$ cat src/hw/rtl/ksl_pkg.sv
// ----------------------------------------------------------------------------
// ksl_pkg
// Types, codes and widths shared by the keyed sequential list files.
// ----------------------------------------------------------------------------
package ksl_pkg;

  localparam int MAX_ENTRIES_DEF = 32;

  localparam int REQ_W     = 2;
  localparam int KEY_W     = 16;
  localparam int PAYLOAD_W = 32;
  localparam int POS_W     = 6;
  localparam int STATUS_W  = 3;
  localparam int ECOUNT_W  = 6;
  localparam int SLOT_W    = 5;

  typedef enum logic [REQ_W-1:0] {
    REQ_APPEND = 2'd0,
    REQ_INSERT = 2'd1,
    REQ_REMOVE = 2'd2,
    REQ_READ   = 2'd3
  } req_t;

  typedef enum logic [STATUS_W-1:0] {
    ST_OK     = 3'd0,
    ST_DUP    = 3'd1,
    ST_FULL   = 3'd2,
    ST_NOKEY  = 3'd3,
    ST_EMPTY  = 3'd4,
    ST_BADPOS = 3'd5
  } status_t;

  // One stored list entry
  typedef struct packed {
    logic [KEY_W-1:0]     key;
    logic [PAYLOAD_W-1:0] payload;
  } entry_t;

  // One result transaction
  typedef struct packed {
    status_t              status;
    logic [ECOUNT_W-1:0]  entry_count;
    logic [SLOT_W-1:0]    slot_index;
    logic [KEY_W-1:0]     read_key;
    logic [PAYLOAD_W-1:0] read_payload;
  } result_t;

endpackage

$ cat src/hw/rtl/ksl_mem.sv
// ----------------------------------------------------------------------------
// ksl_mem
// Entry store: one write port, one read port with registered read data.
// ----------------------------------------------------------------------------
module ksl_mem #(
  parameter int DEPTH  = ksl_pkg::MAX_ENTRIES_DEF,
  parameter int ADDR_W = $clog2(ksl_pkg::MAX_ENTRIES_DEF)
) (
  input  logic                clk,
  input  logic                we,
  input  logic [ADDR_W-1:0]   waddr,
  input  ksl_pkg::entry_t     wdata,
  input  logic [ADDR_W-1:0]   raddr,
  output ksl_pkg::entry_t     rdata
);
  import ksl_pkg::*;

  entry_t mem_r [DEPTH];
  entry_t rdata_r;

  always_ff @(posedge clk) begin
    if (we) begin
      mem_r[waddr] <= wdata;
    end
    rdata_r <= mem_r[raddr];
  end

  assign rdata = rdata_r;

endmodule

$ cat src/hw/rtl/ksl_ctrl.sv
// ----------------------------------------------------------------------------
// ksl_ctrl
// Request sequencer: key search, entry shift and read over the entry store.
// ----------------------------------------------------------------------------
module ksl_ctrl #(
  parameter int MAX_ENTRIES = ksl_pkg::MAX_ENTRIES_DEF,
  parameter int IDX_W       = $clog2(ksl_pkg::MAX_ENTRIES_DEF)
) (
  input  logic                            clk,
  input  logic                            rst_n,
  input  logic                            in_valid,
  output logic                            in_ready,
  input  logic [ksl_pkg::REQ_W-1:0]       in_req_type,
  input  logic [ksl_pkg::KEY_W-1:0]       in_key,
  input  logic [ksl_pkg::PAYLOAD_W-1:0]   in_payload,
  input  logic [ksl_pkg::POS_W-1:0]       in_position,
  output logic                            mem_we,
  output logic [IDX_W-1:0]                mem_waddr,
  output ksl_pkg::entry_t                 mem_wdata,
  output logic [IDX_W-1:0]                mem_raddr,
  input  ksl_pkg::entry_t                 mem_rdata,
  output logic                            res_valid,
  input  logic                            res_ready,
  output ksl_pkg::result_t                res
);
  import ksl_pkg::*;

  localparam int CNT_W = $clog2(MAX_ENTRIES + 1);
  localparam int CMP_W = (CNT_W > POS_W) ? CNT_W : POS_W;

  typedef enum logic [5:0] {
    S_IDLE   = 6'b000001,
    S_SEARCH = 6'b000010,
    S_SHIFT  = 6'b000100,
    S_PLACE  = 6'b001000,
    S_RDATA  = 6'b010000,
    S_DONE   = 6'b100000
  } state_t;

  state_t               state_r, state_nxt;
  logic [CNT_W-1:0]     count_r, count_nxt;
  req_t                 req_r, req_nxt;
  logic [KEY_W-1:0]     key_r, key_nxt;
  logic [PAYLOAD_W-1:0] pay_r, pay_nxt;
  logic [POS_W-1:0]     pos_r, pos_nxt;
  logic [IDX_W-1:0]     at_r, at_nxt;
  logic [CNT_W-1:0]     sa_r, sa_nxt;
  logic                 pend_r, pend_nxt;
  logic [IDX_W-1:0]     pidx_r, pidx_nxt;
  logic [IDX_W-1:0]     sp_r, sp_nxt;
  logic [CNT_W-1:0]     n_r, n_nxt;
  status_t              status_r, status_nxt;
  logic [IDX_W-1:0]     slot_r, slot_nxt;
  entry_t               rd_r, rd_nxt;

  logic [CNT_W-1:0]     at_full;
  logic                 is_full, is_empty;

  assign is_full  = (count_r == CNT_W'(MAX_ENTRIES));
  assign is_empty = (count_r == '0);
  assign at_full  = (req_r == REQ_APPEND) ? count_r : CNT_W'(pos_r);

  always_comb begin
    state_nxt  = state_r;
    count_nxt  = count_r;
    req_nxt    = req_r;
    key_nxt    = key_r;
    pay_nxt    = pay_r;
    pos_nxt    = pos_r;
    at_nxt     = at_r;
    sa_nxt     = sa_r;
    pend_nxt   = pend_r;
    pidx_nxt   = pidx_r;
    sp_nxt     = sp_r;
    n_nxt      = n_r;
    status_nxt = status_r;
    slot_nxt   = slot_r;
    rd_nxt     = rd_r;
    mem_we     = 1'b0;
    mem_waddr  = pidx_r;
    mem_wdata  = mem_rdata;
    mem_raddr  = sa_r[IDX_W-1:0];
    in_ready   = 1'b0;
    res_valid  = 1'b0;

    case (state_r)
      S_IDLE: begin
        in_ready  = 1'b1;
        mem_raddr = IDX_W'(in_position);
        if (in_valid) begin
          req_nxt    = req_t'(in_req_type);
          key_nxt    = in_key;
          pay_nxt    = in_payload;
          pos_nxt    = in_position;
          status_nxt = ST_OK;
          slot_nxt   = '0;
          rd_nxt     = '0;
          sa_nxt     = '0;
          pend_nxt   = 1'b0;
          case (req_t'(in_req_type))
            REQ_APPEND, REQ_INSERT: begin
              if (is_full) begin
                status_nxt = ST_FULL;
                state_nxt  = S_DONE;
              end else begin
                state_nxt = S_SEARCH;
              end
            end
            REQ_REMOVE: begin
              if (is_empty) begin
                status_nxt = ST_EMPTY;
                state_nxt  = S_DONE;
              end else begin
                state_nxt = S_SEARCH;
              end
            end
            default: begin
              if (is_empty) begin
                status_nxt = ST_EMPTY;
                state_nxt  = S_DONE;
              end else if (CMP_W'(in_position) >= CMP_W'(count_r)) begin
                status_nxt = ST_BADPOS;
                state_nxt  = S_DONE;
              end else begin
                slot_nxt  = IDX_W'(in_position);
                state_nxt = S_RDATA;
              end
            end
          endcase
        end
      end

      S_SEARCH: begin
        // compare the entry read last cycle, issue the next address
        if (pend_r && (mem_rdata.key == key_r)) begin
          if (req_r == REQ_REMOVE) begin
            slot_nxt  = pidx_r;
            n_nxt     = count_r - CNT_W'(pidx_r) - CNT_W'(1);
            sp_nxt    = pidx_r + IDX_W'(1);
            pend_nxt  = 1'b0;
            state_nxt = S_SHIFT;
          end else begin
            status_nxt = ST_DUP;
            state_nxt  = S_DONE;
          end
        end else if (!pend_r && (sa_r == count_r)) begin
          if (req_r == REQ_REMOVE) begin
            status_nxt = ST_NOKEY;
            state_nxt  = S_DONE;
          end else if (CMP_W'(pos_r) > CMP_W'(count_r) && req_r == REQ_INSERT) begin
            status_nxt = ST_BADPOS;
            state_nxt  = S_DONE;
          end else begin
            at_nxt    = at_full[IDX_W-1:0];
            n_nxt     = count_r - at_full;
            sp_nxt    = count_r[IDX_W-1:0] - IDX_W'(1);
            state_nxt = S_SHIFT;
          end
        end else if (sa_r != count_r) begin
          sa_nxt   = sa_r + CNT_W'(1);
          pend_nxt = 1'b1;
          pidx_nxt = sa_r[IDX_W-1:0];
        end else begin
          pend_nxt = 1'b0;
        end
      end

      S_SHIFT: begin
        // read one entry ahead, write it one slot over in the next cycle
        mem_raddr = sp_r;
        if (pend_r) begin
          mem_we = 1'b1;
        end
        if (n_r != '0) begin
          n_nxt    = n_r - CNT_W'(1);
          pend_nxt = 1'b1;
          if (req_r == REQ_REMOVE) begin
            pidx_nxt = sp_r - IDX_W'(1);
            sp_nxt   = sp_r + IDX_W'(1);
          end else begin
            pidx_nxt = sp_r + IDX_W'(1);
            sp_nxt   = sp_r - IDX_W'(1);
          end
        end else begin
          pend_nxt = 1'b0;
          if (!pend_r) begin
            if (req_r == REQ_REMOVE) begin
              count_nxt = count_r - CNT_W'(1);
              state_nxt = S_DONE;
            end else begin
              state_nxt = S_PLACE;
            end
          end
        end
      end

      S_PLACE: begin
        mem_we    = 1'b1;
        mem_waddr = at_r;
        mem_wdata = '{key: key_r, payload: pay_r};
        count_nxt = count_r + CNT_W'(1);
        slot_nxt  = at_r;
        state_nxt = S_DONE;
      end

      S_RDATA: begin
        rd_nxt    = mem_rdata;
        state_nxt = S_DONE;
      end

      S_DONE: begin
        res_valid = 1'b1;
        if (res_ready) begin
          state_nxt = S_IDLE;
        end
      end

      default: begin
        state_nxt = S_IDLE;
      end
    endcase
  end

  always_ff @(posedge clk) begin
    if (!rst_n) begin
      state_r <= S_IDLE;
      count_r <= '0;
      pend_r  <= 1'b0;
    end else begin
      state_r <= state_nxt;
      count_r <= count_nxt;
      pend_r  <= pend_nxt;
    end
  end

  always_ff @(posedge clk) begin
    req_r    <= req_nxt;
    key_r    <= key_nxt;
    pay_r    <= pay_nxt;
    pos_r    <= pos_nxt;
    at_r     <= at_nxt;
    sa_r     <= sa_nxt;
    pidx_r   <= pidx_nxt;
    sp_r     <= sp_nxt;
    n_r      <= n_nxt;
    status_r <= status_nxt;
    slot_r   <= slot_nxt;
    rd_r     <= rd_nxt;
  end

  assign res.status       = status_r;
  assign res.entry_count  = ECOUNT_W'(count_r);
  assign res.slot_index   = SLOT_W'(slot_r);
  assign res.read_key     = rd_r.key;
  assign res.read_payload = rd_r.payload;

endmodule

$ cat src/hw/rtl/keyed_sequential_list_core.sv
// ----------------------------------------------------------------------------
// keyed_sequential_list_core
// Bounded ordered list of unique-keyed entries with append, insert at
// position, remove by key and read by index.
// ----------------------------------------------------------------------------
//  channel | ports                                                  | dir
//  --------+--------------------------------------------------------+-----
//  request | in_valid/in_ready, req_type, key, payload, position    | in
//  result  | out_valid/out_ready, status, entry_count, slot_index,  | out
//          | read_key, read_payload                                 |
//
//  A request transaction is taken only while the sequencer is idle. The key
//  search reads one entry per cycle and the shift moves one entry per
//  cycle, a rate set by the single store read port.
//  Reset clears the sequencer state, the entry count and the output valid
//  flag; the store needs no clearing.
//  The output register holds a result while out_ready is low; the next
//  request is still taken and stalls only when its own result is ready.
// ----------------------------------------------------------------------------
module keyed_sequential_list_core #(
  parameter int MAX_ENTRIES = ksl_pkg::MAX_ENTRIES_DEF
) (
  input  logic                            clk,
  input  logic                            rst_n,
  input  logic                            in_valid,
  output logic                            in_ready,
  input  logic [ksl_pkg::REQ_W-1:0]       in_req_type,
  input  logic [ksl_pkg::KEY_W-1:0]       in_key,
  input  logic [ksl_pkg::PAYLOAD_W-1:0]   in_payload,
  input  logic [ksl_pkg::POS_W-1:0]       in_position,
  output logic                            out_valid,
  input  logic                            out_ready,
  output logic [ksl_pkg::STATUS_W-1:0]    out_status,
  output logic [ksl_pkg::ECOUNT_W-1:0]    out_entry_count,
  output logic [ksl_pkg::SLOT_W-1:0]      out_slot_index,
  output logic [ksl_pkg::KEY_W-1:0]       out_read_key,
  output logic [ksl_pkg::PAYLOAD_W-1:0]   out_read_payload
);
  import ksl_pkg::*;

  localparam int IDX_W = $clog2(MAX_ENTRIES);

  logic             mem_we;
  logic [IDX_W-1:0] mem_waddr;
  entry_t           mem_wdata;
  logic [IDX_W-1:0] mem_raddr;
  entry_t           mem_rdata;
  logic             res_valid;
  logic             res_ready;
  result_t          res;
  logic             out_valid_r, out_valid_nxt;
  result_t          out_r;

  ksl_mem #(
    .DEPTH  (MAX_ENTRIES),
    .ADDR_W (IDX_W)
  ) u_mem (
    .clk   (clk),
    .we    (mem_we),
    .waddr (mem_waddr),
    .wdata (mem_wdata),
    .raddr (mem_raddr),
    .rdata (mem_rdata)
  );

  ksl_ctrl #(
    .MAX_ENTRIES (MAX_ENTRIES),
    .IDX_W       (IDX_W)
  ) u_ctrl (
    .clk         (clk),
    .rst_n       (rst_n),
    .in_valid    (in_valid),
    .in_ready    (in_ready),
    .in_req_type (in_req_type),
    .in_key      (in_key),
    .in_payload  (in_payload),
    .in_position (in_position),
    .mem_we      (mem_we),
    .mem_waddr   (mem_waddr),
    .mem_wdata   (mem_wdata),
    .mem_raddr   (mem_raddr),
    .mem_rdata   (mem_rdata),
    .res_valid   (res_valid),
    .res_ready   (res_ready),
    .res         (res)
  );

  // load a new result when the output register is empty or being drained
  assign res_ready = !out_valid_r || out_ready;

  always_comb begin
    out_valid_nxt = out_valid_r;
    if (out_valid_r && out_ready) begin
      out_valid_nxt = 1'b0;
    end
    if (res_valid && res_ready) begin
      out_valid_nxt = 1'b1;
    end
  end

  always_ff @(posedge clk) begin
    if (!rst_n) begin
      out_valid_r <= 1'b0;
    end else begin
      out_valid_r <= out_valid_nxt;
    end
  end

  always_ff @(posedge clk) begin
    if (res_valid && res_ready) begin
      out_r <= res;
    end
  end

  assign out_valid        = out_valid_r;
  assign out_status       = out_r.status;
  assign out_entry_count  = out_r.entry_count;
  assign out_slot_index   = out_r.slot_index;
  assign out_read_key     = out_r.read_key;
  assign out_read_payload = out_r.read_payload;

endmodule

$ cat config.mk
export PLATFORM = sky130hd
export DESIGN_NAME = keyed_sequential_list_core
export DESIGN_NICKNAME = d
export VERILOG_FILES = /design/src/hw/rtl/ksl_pkg.sv /design/src/hw/rtl/ksl_mem.sv /design/src/hw/rtl/ksl_ctrl.sv /design/src/hw/rtl/keyed_sequential_list_core.sv
export SDC_FILE = /design/constraint.sdc
export NUM_CORES = 2
export LEC_CHECK = 0
export ABC_AREA = 1
export BUFFER_PORTS_ARGS = -buffer_cell sky130_fd_sc_hd__buf_2
export CORE_ASPECT_RATIO = 0.9
export CORE_MARGIN = 2
export CORE_UTILIZATION = 50
export DETAILED_ROUTE_END_ITERATION = 16
export HOLD_SLACK_MARGIN = 0.06
export PLACE_DENSITY = 0.66
export SLEW_MARGIN = 20
export SYNTH_ARGS = -nofsm -noshare
export SYNTH_HDL_FRONTEND = slang
export SYNTH_SLANG_ARGS = --single-unit
$ cat constraint.sdc
create_clock -name clk -period 10.8 [get_ports clk]
set_clock_uncertainty 0.2 [all_clocks]
set_input_delay 1.62 -clock clk [delete_from_list [all_inputs] [get_ports clk]]
set_output_delay 1.62 -clock clk [all_outputs]
set_load 0.01 [all_outputs]
==> results.yml <==
logic_synthesis:
  synth_top_family_by_area: "simple AND/OR/NAND/NOR gates"
  netlist_instances: 7770
  netlist_top_cells_area: "edfxtp_1 (65%), nand3_1 (8.6%), inv_1 (7.8%)"
  ys_seq_area_frac: 0.662
  yosysTopAreaCellShare: 0.647
  synth_cell_types: 38
  yosys_register_bits: 1799
  synth-edff-count: 1737
  synth.largest_area_cell: "edfxtp_1"
  synth.cell_area_mm2: 0.0806
  yosys.area_share.simple: 0.211
  ys.flop_type: "edfxtp_1"
  synth_compound_area_frac: 0.0105
  postSynthAreaPerCell_um2: 10.4
  muxShareOfSynthArea: 0
  postSynth.asyncResetShare: 0
  ys.warnings.count: 0
  synth_fa_ha_area_frac: 0.00586
  synth_xor_area_frac: 0.00282
  syn_nets: 7866
power:
  pwr-share-clk: 0.325
  p_int_mw: 13.3
  ir_worst_vdd_mv: 0.163
  p_leak_nw: 37.5
  power_frac_comb: 0.218
  swShare: 0.311
  p_switching_mw: 6.02
  seq_power_share: 0.457
  powerDensity_mw_per_mm2: 217
drt:
  wl_per_cell_um: 24.1
  vias_per_cell: 5.89
  drt_iter0_markers: 8717
  drt_wl_total_mm: 240
  antenna_left: 0
  drt_first_pass_iters: 6
  drc: 0
  vias: 58600
clocking:
  root_buffer: "clkbuf_16"
  h-tree-depth: 4
  cts_hold_buf: 0
  cts_resized: 0
  insertion_delay_ns: 0.82
  cts_made_buffers: 183
  path_clk_slew_ns: 0.06
  clockBufferDepth: 3
  cts_tree: "yes"
  cts_num_sinks: 1799
  cts_setup_buffers: 0
global_route:
  grt_pass1_wl_mm: 353
  grt_pass1_vias: 54700
  antenna_found_initial: 3
  grt_max_degree: 207
  grt.total_usage: 0.289
  overflow: 0
sta:
  hold_viol_final: 0
  period_needed_ns: 5.71
  finalSetupViolations: 0
  rsz0062_at_grt: "no"
  worstMarginPinSlew_ns: 1.22
  report.final.slew_viol_count: 0
  fmax_mhz: 175
  slew_headroom: 0.190
  period_share: 0.529
  fin_setup_tns_ns: 0
  postLayoutSetupSlackWorst_ns: 5.09
floorplan:
  coreArea_mm2: 0.160
  initial_core_util: 0.505
  dieArea_mm2: 0.165
  io_pins: 124
  die_height_um: 385
  core.rowCount: 139
  die_w_um: 427
placed_design:
  place_hpwl_mm: 116
  preCtsSetupSlack_ns: 4.57
  portBuffers: 123
  place_congestion: 0.891
worst_setup_path:
  reg2reg_slack_ns: 5.12
  cp-start-kind: "primary input"
  cp-end-kind: "flip-flop"
  arrival_ns: 6.21
  path_class: "in2reg"
  cp_max_fo: 87
  critPathRequiredTime_ns: 11.29
cells_and_area:
  layout_common_cells: "edfxtp_1 (1,737), inv_1 (1,683), nand3_1 (1,388)"
  fin_nets: 7769
  mostFrequentLayoutCell: "edfxtp_1"
  syn_to_final_growth_pct: 10.8
  layout-drive-gt1-share: 0.0775
worst_hold_path:
  min_path_type: "reg2reg"
run:
  drv_cap: 0
run_status:
  status: "finished, final reports clean"
## cells by family after synthesis
kind of cell    Yosys count
flops                  1799
fa+ha+maj                36
xor+xnor                 26
simple gates           3537
compound gates          156
buf+inv                2216
## routing by layer
layer  vias to the layer above  track usage  wire length, um
met5                         -            0               26
met4                         4        0.111             8540
met3                       564       0.0635            29800
met2                      3773        0.437           106000
met1                     28100        0.407            95500
li1                      26100            -                -
## per-stage QoR
stage / utilization / instance area [um^2] / instances / power, mW / hold slack, ns
floorplan: - / 80600 / 7770 / 11.7 / 0.200
global placement: 0.520 / 83100 / 9602 / 13.0 / 0.202
detailed placement: 0.520 / 83100 / 9602 / 13.1 / 0.205
CTS: 0.557 / 89100 / 9947 / 19.3 / 0.209
global route: 0.559 / 89300 / 9948 / 20.1 / 0.209
finish: 0.559 / 89300 / 9950 / 19.4 / 0.209
## power by group through the flow
stage | Combinational [mW] | Sequential (mW) | Clock (mW)
floorplan | 2.71 | 8.97 | 0
global placement | 3.99 | 9.01 | 0
detailed placement | 4.05 | 9.01 | 0
CTS | 4.07 | 8.86 | 6.33
global route | 4.59 | 8.87 | 6.60
finish | 4.22 | 8.86 | 6.29
## worst paths after layout
path,cells after the start,to,from
setup reg to reg,13,u_mem.rdata[4],u_ctrl.state_r[0]
hold reg to reg,0,out_read_payload[9],u_ctrl.res[9]
hold / removal,0,out_read_payload[9],u_ctrl.res[9]
setup / recovery,13,u_mem.rdata[4],in_position[0]
## sequential cells by signal, summed over array words and instances (netlist names), 6 cells and up
| name | flops |
|---|---|
| u_mem.mem_r | 1536 |
| u_ctrl.res | 48 |
| u_mem.rdata | 48 |
| out_read_payload | 32 |
| u_ctrl.pay_r | 32 |
| out_read_key | 16 |
| u_ctrl.key_r | 16 |
| out_entry_count | 6 |
| u_ctrl.count_r | 6 |
| u_ctrl.n_r | 6 |
| u_ctrl.pos_r | 6 |
| u_ctrl.sa_r | 6 |
| u_ctrl.state_r | 6 |
## critical path: stages
cell	delay, ns
buf_2	0.13
nand4_1	0.09
buf_4	0.75
buf_4	0.91
buf_4	0.82
buf_4	0.87
nand4_1	0.20
nand3_1	0.14
nand3_1	0.09
nand3_1	0.14
nand2_1	0.07
nand2_1	0.11
nand2_1	0.09
## cells in the mapped netlist, drive strengths merged, types with 2 or more instances
cell type / count
dfxtp: 62
nand4: 777
a21oi: 43
xor2: 18
nand2: 1203
o211ai: 3
clkbuf: 225
fa: 3
o221ai: 11
o22ai: 2
ha: 33
clkinv: 2
or2: 2
nor4: 2
nand3b: 2
xnor2: 8
edfxtp: 1737
nor3: 9
inv: 1691
nand3: 1392
nor2: 149
buf: 298
o21ai: 92
## final cells by class
cell class / count / area [um^2]
multi-input cells: 3755 / 19300
clock inverters: 87 / 805
fillers: 13300 / 70500
inverters: 1693 / 6370
repair buffers: 241 / 1650
clock buffers: 258 / 5120
diodes: 2 / 5.00
flip-flops and latches: 1799 / 53400
well taps: 2115 / 2650
(Power assumes the default switching activity.)
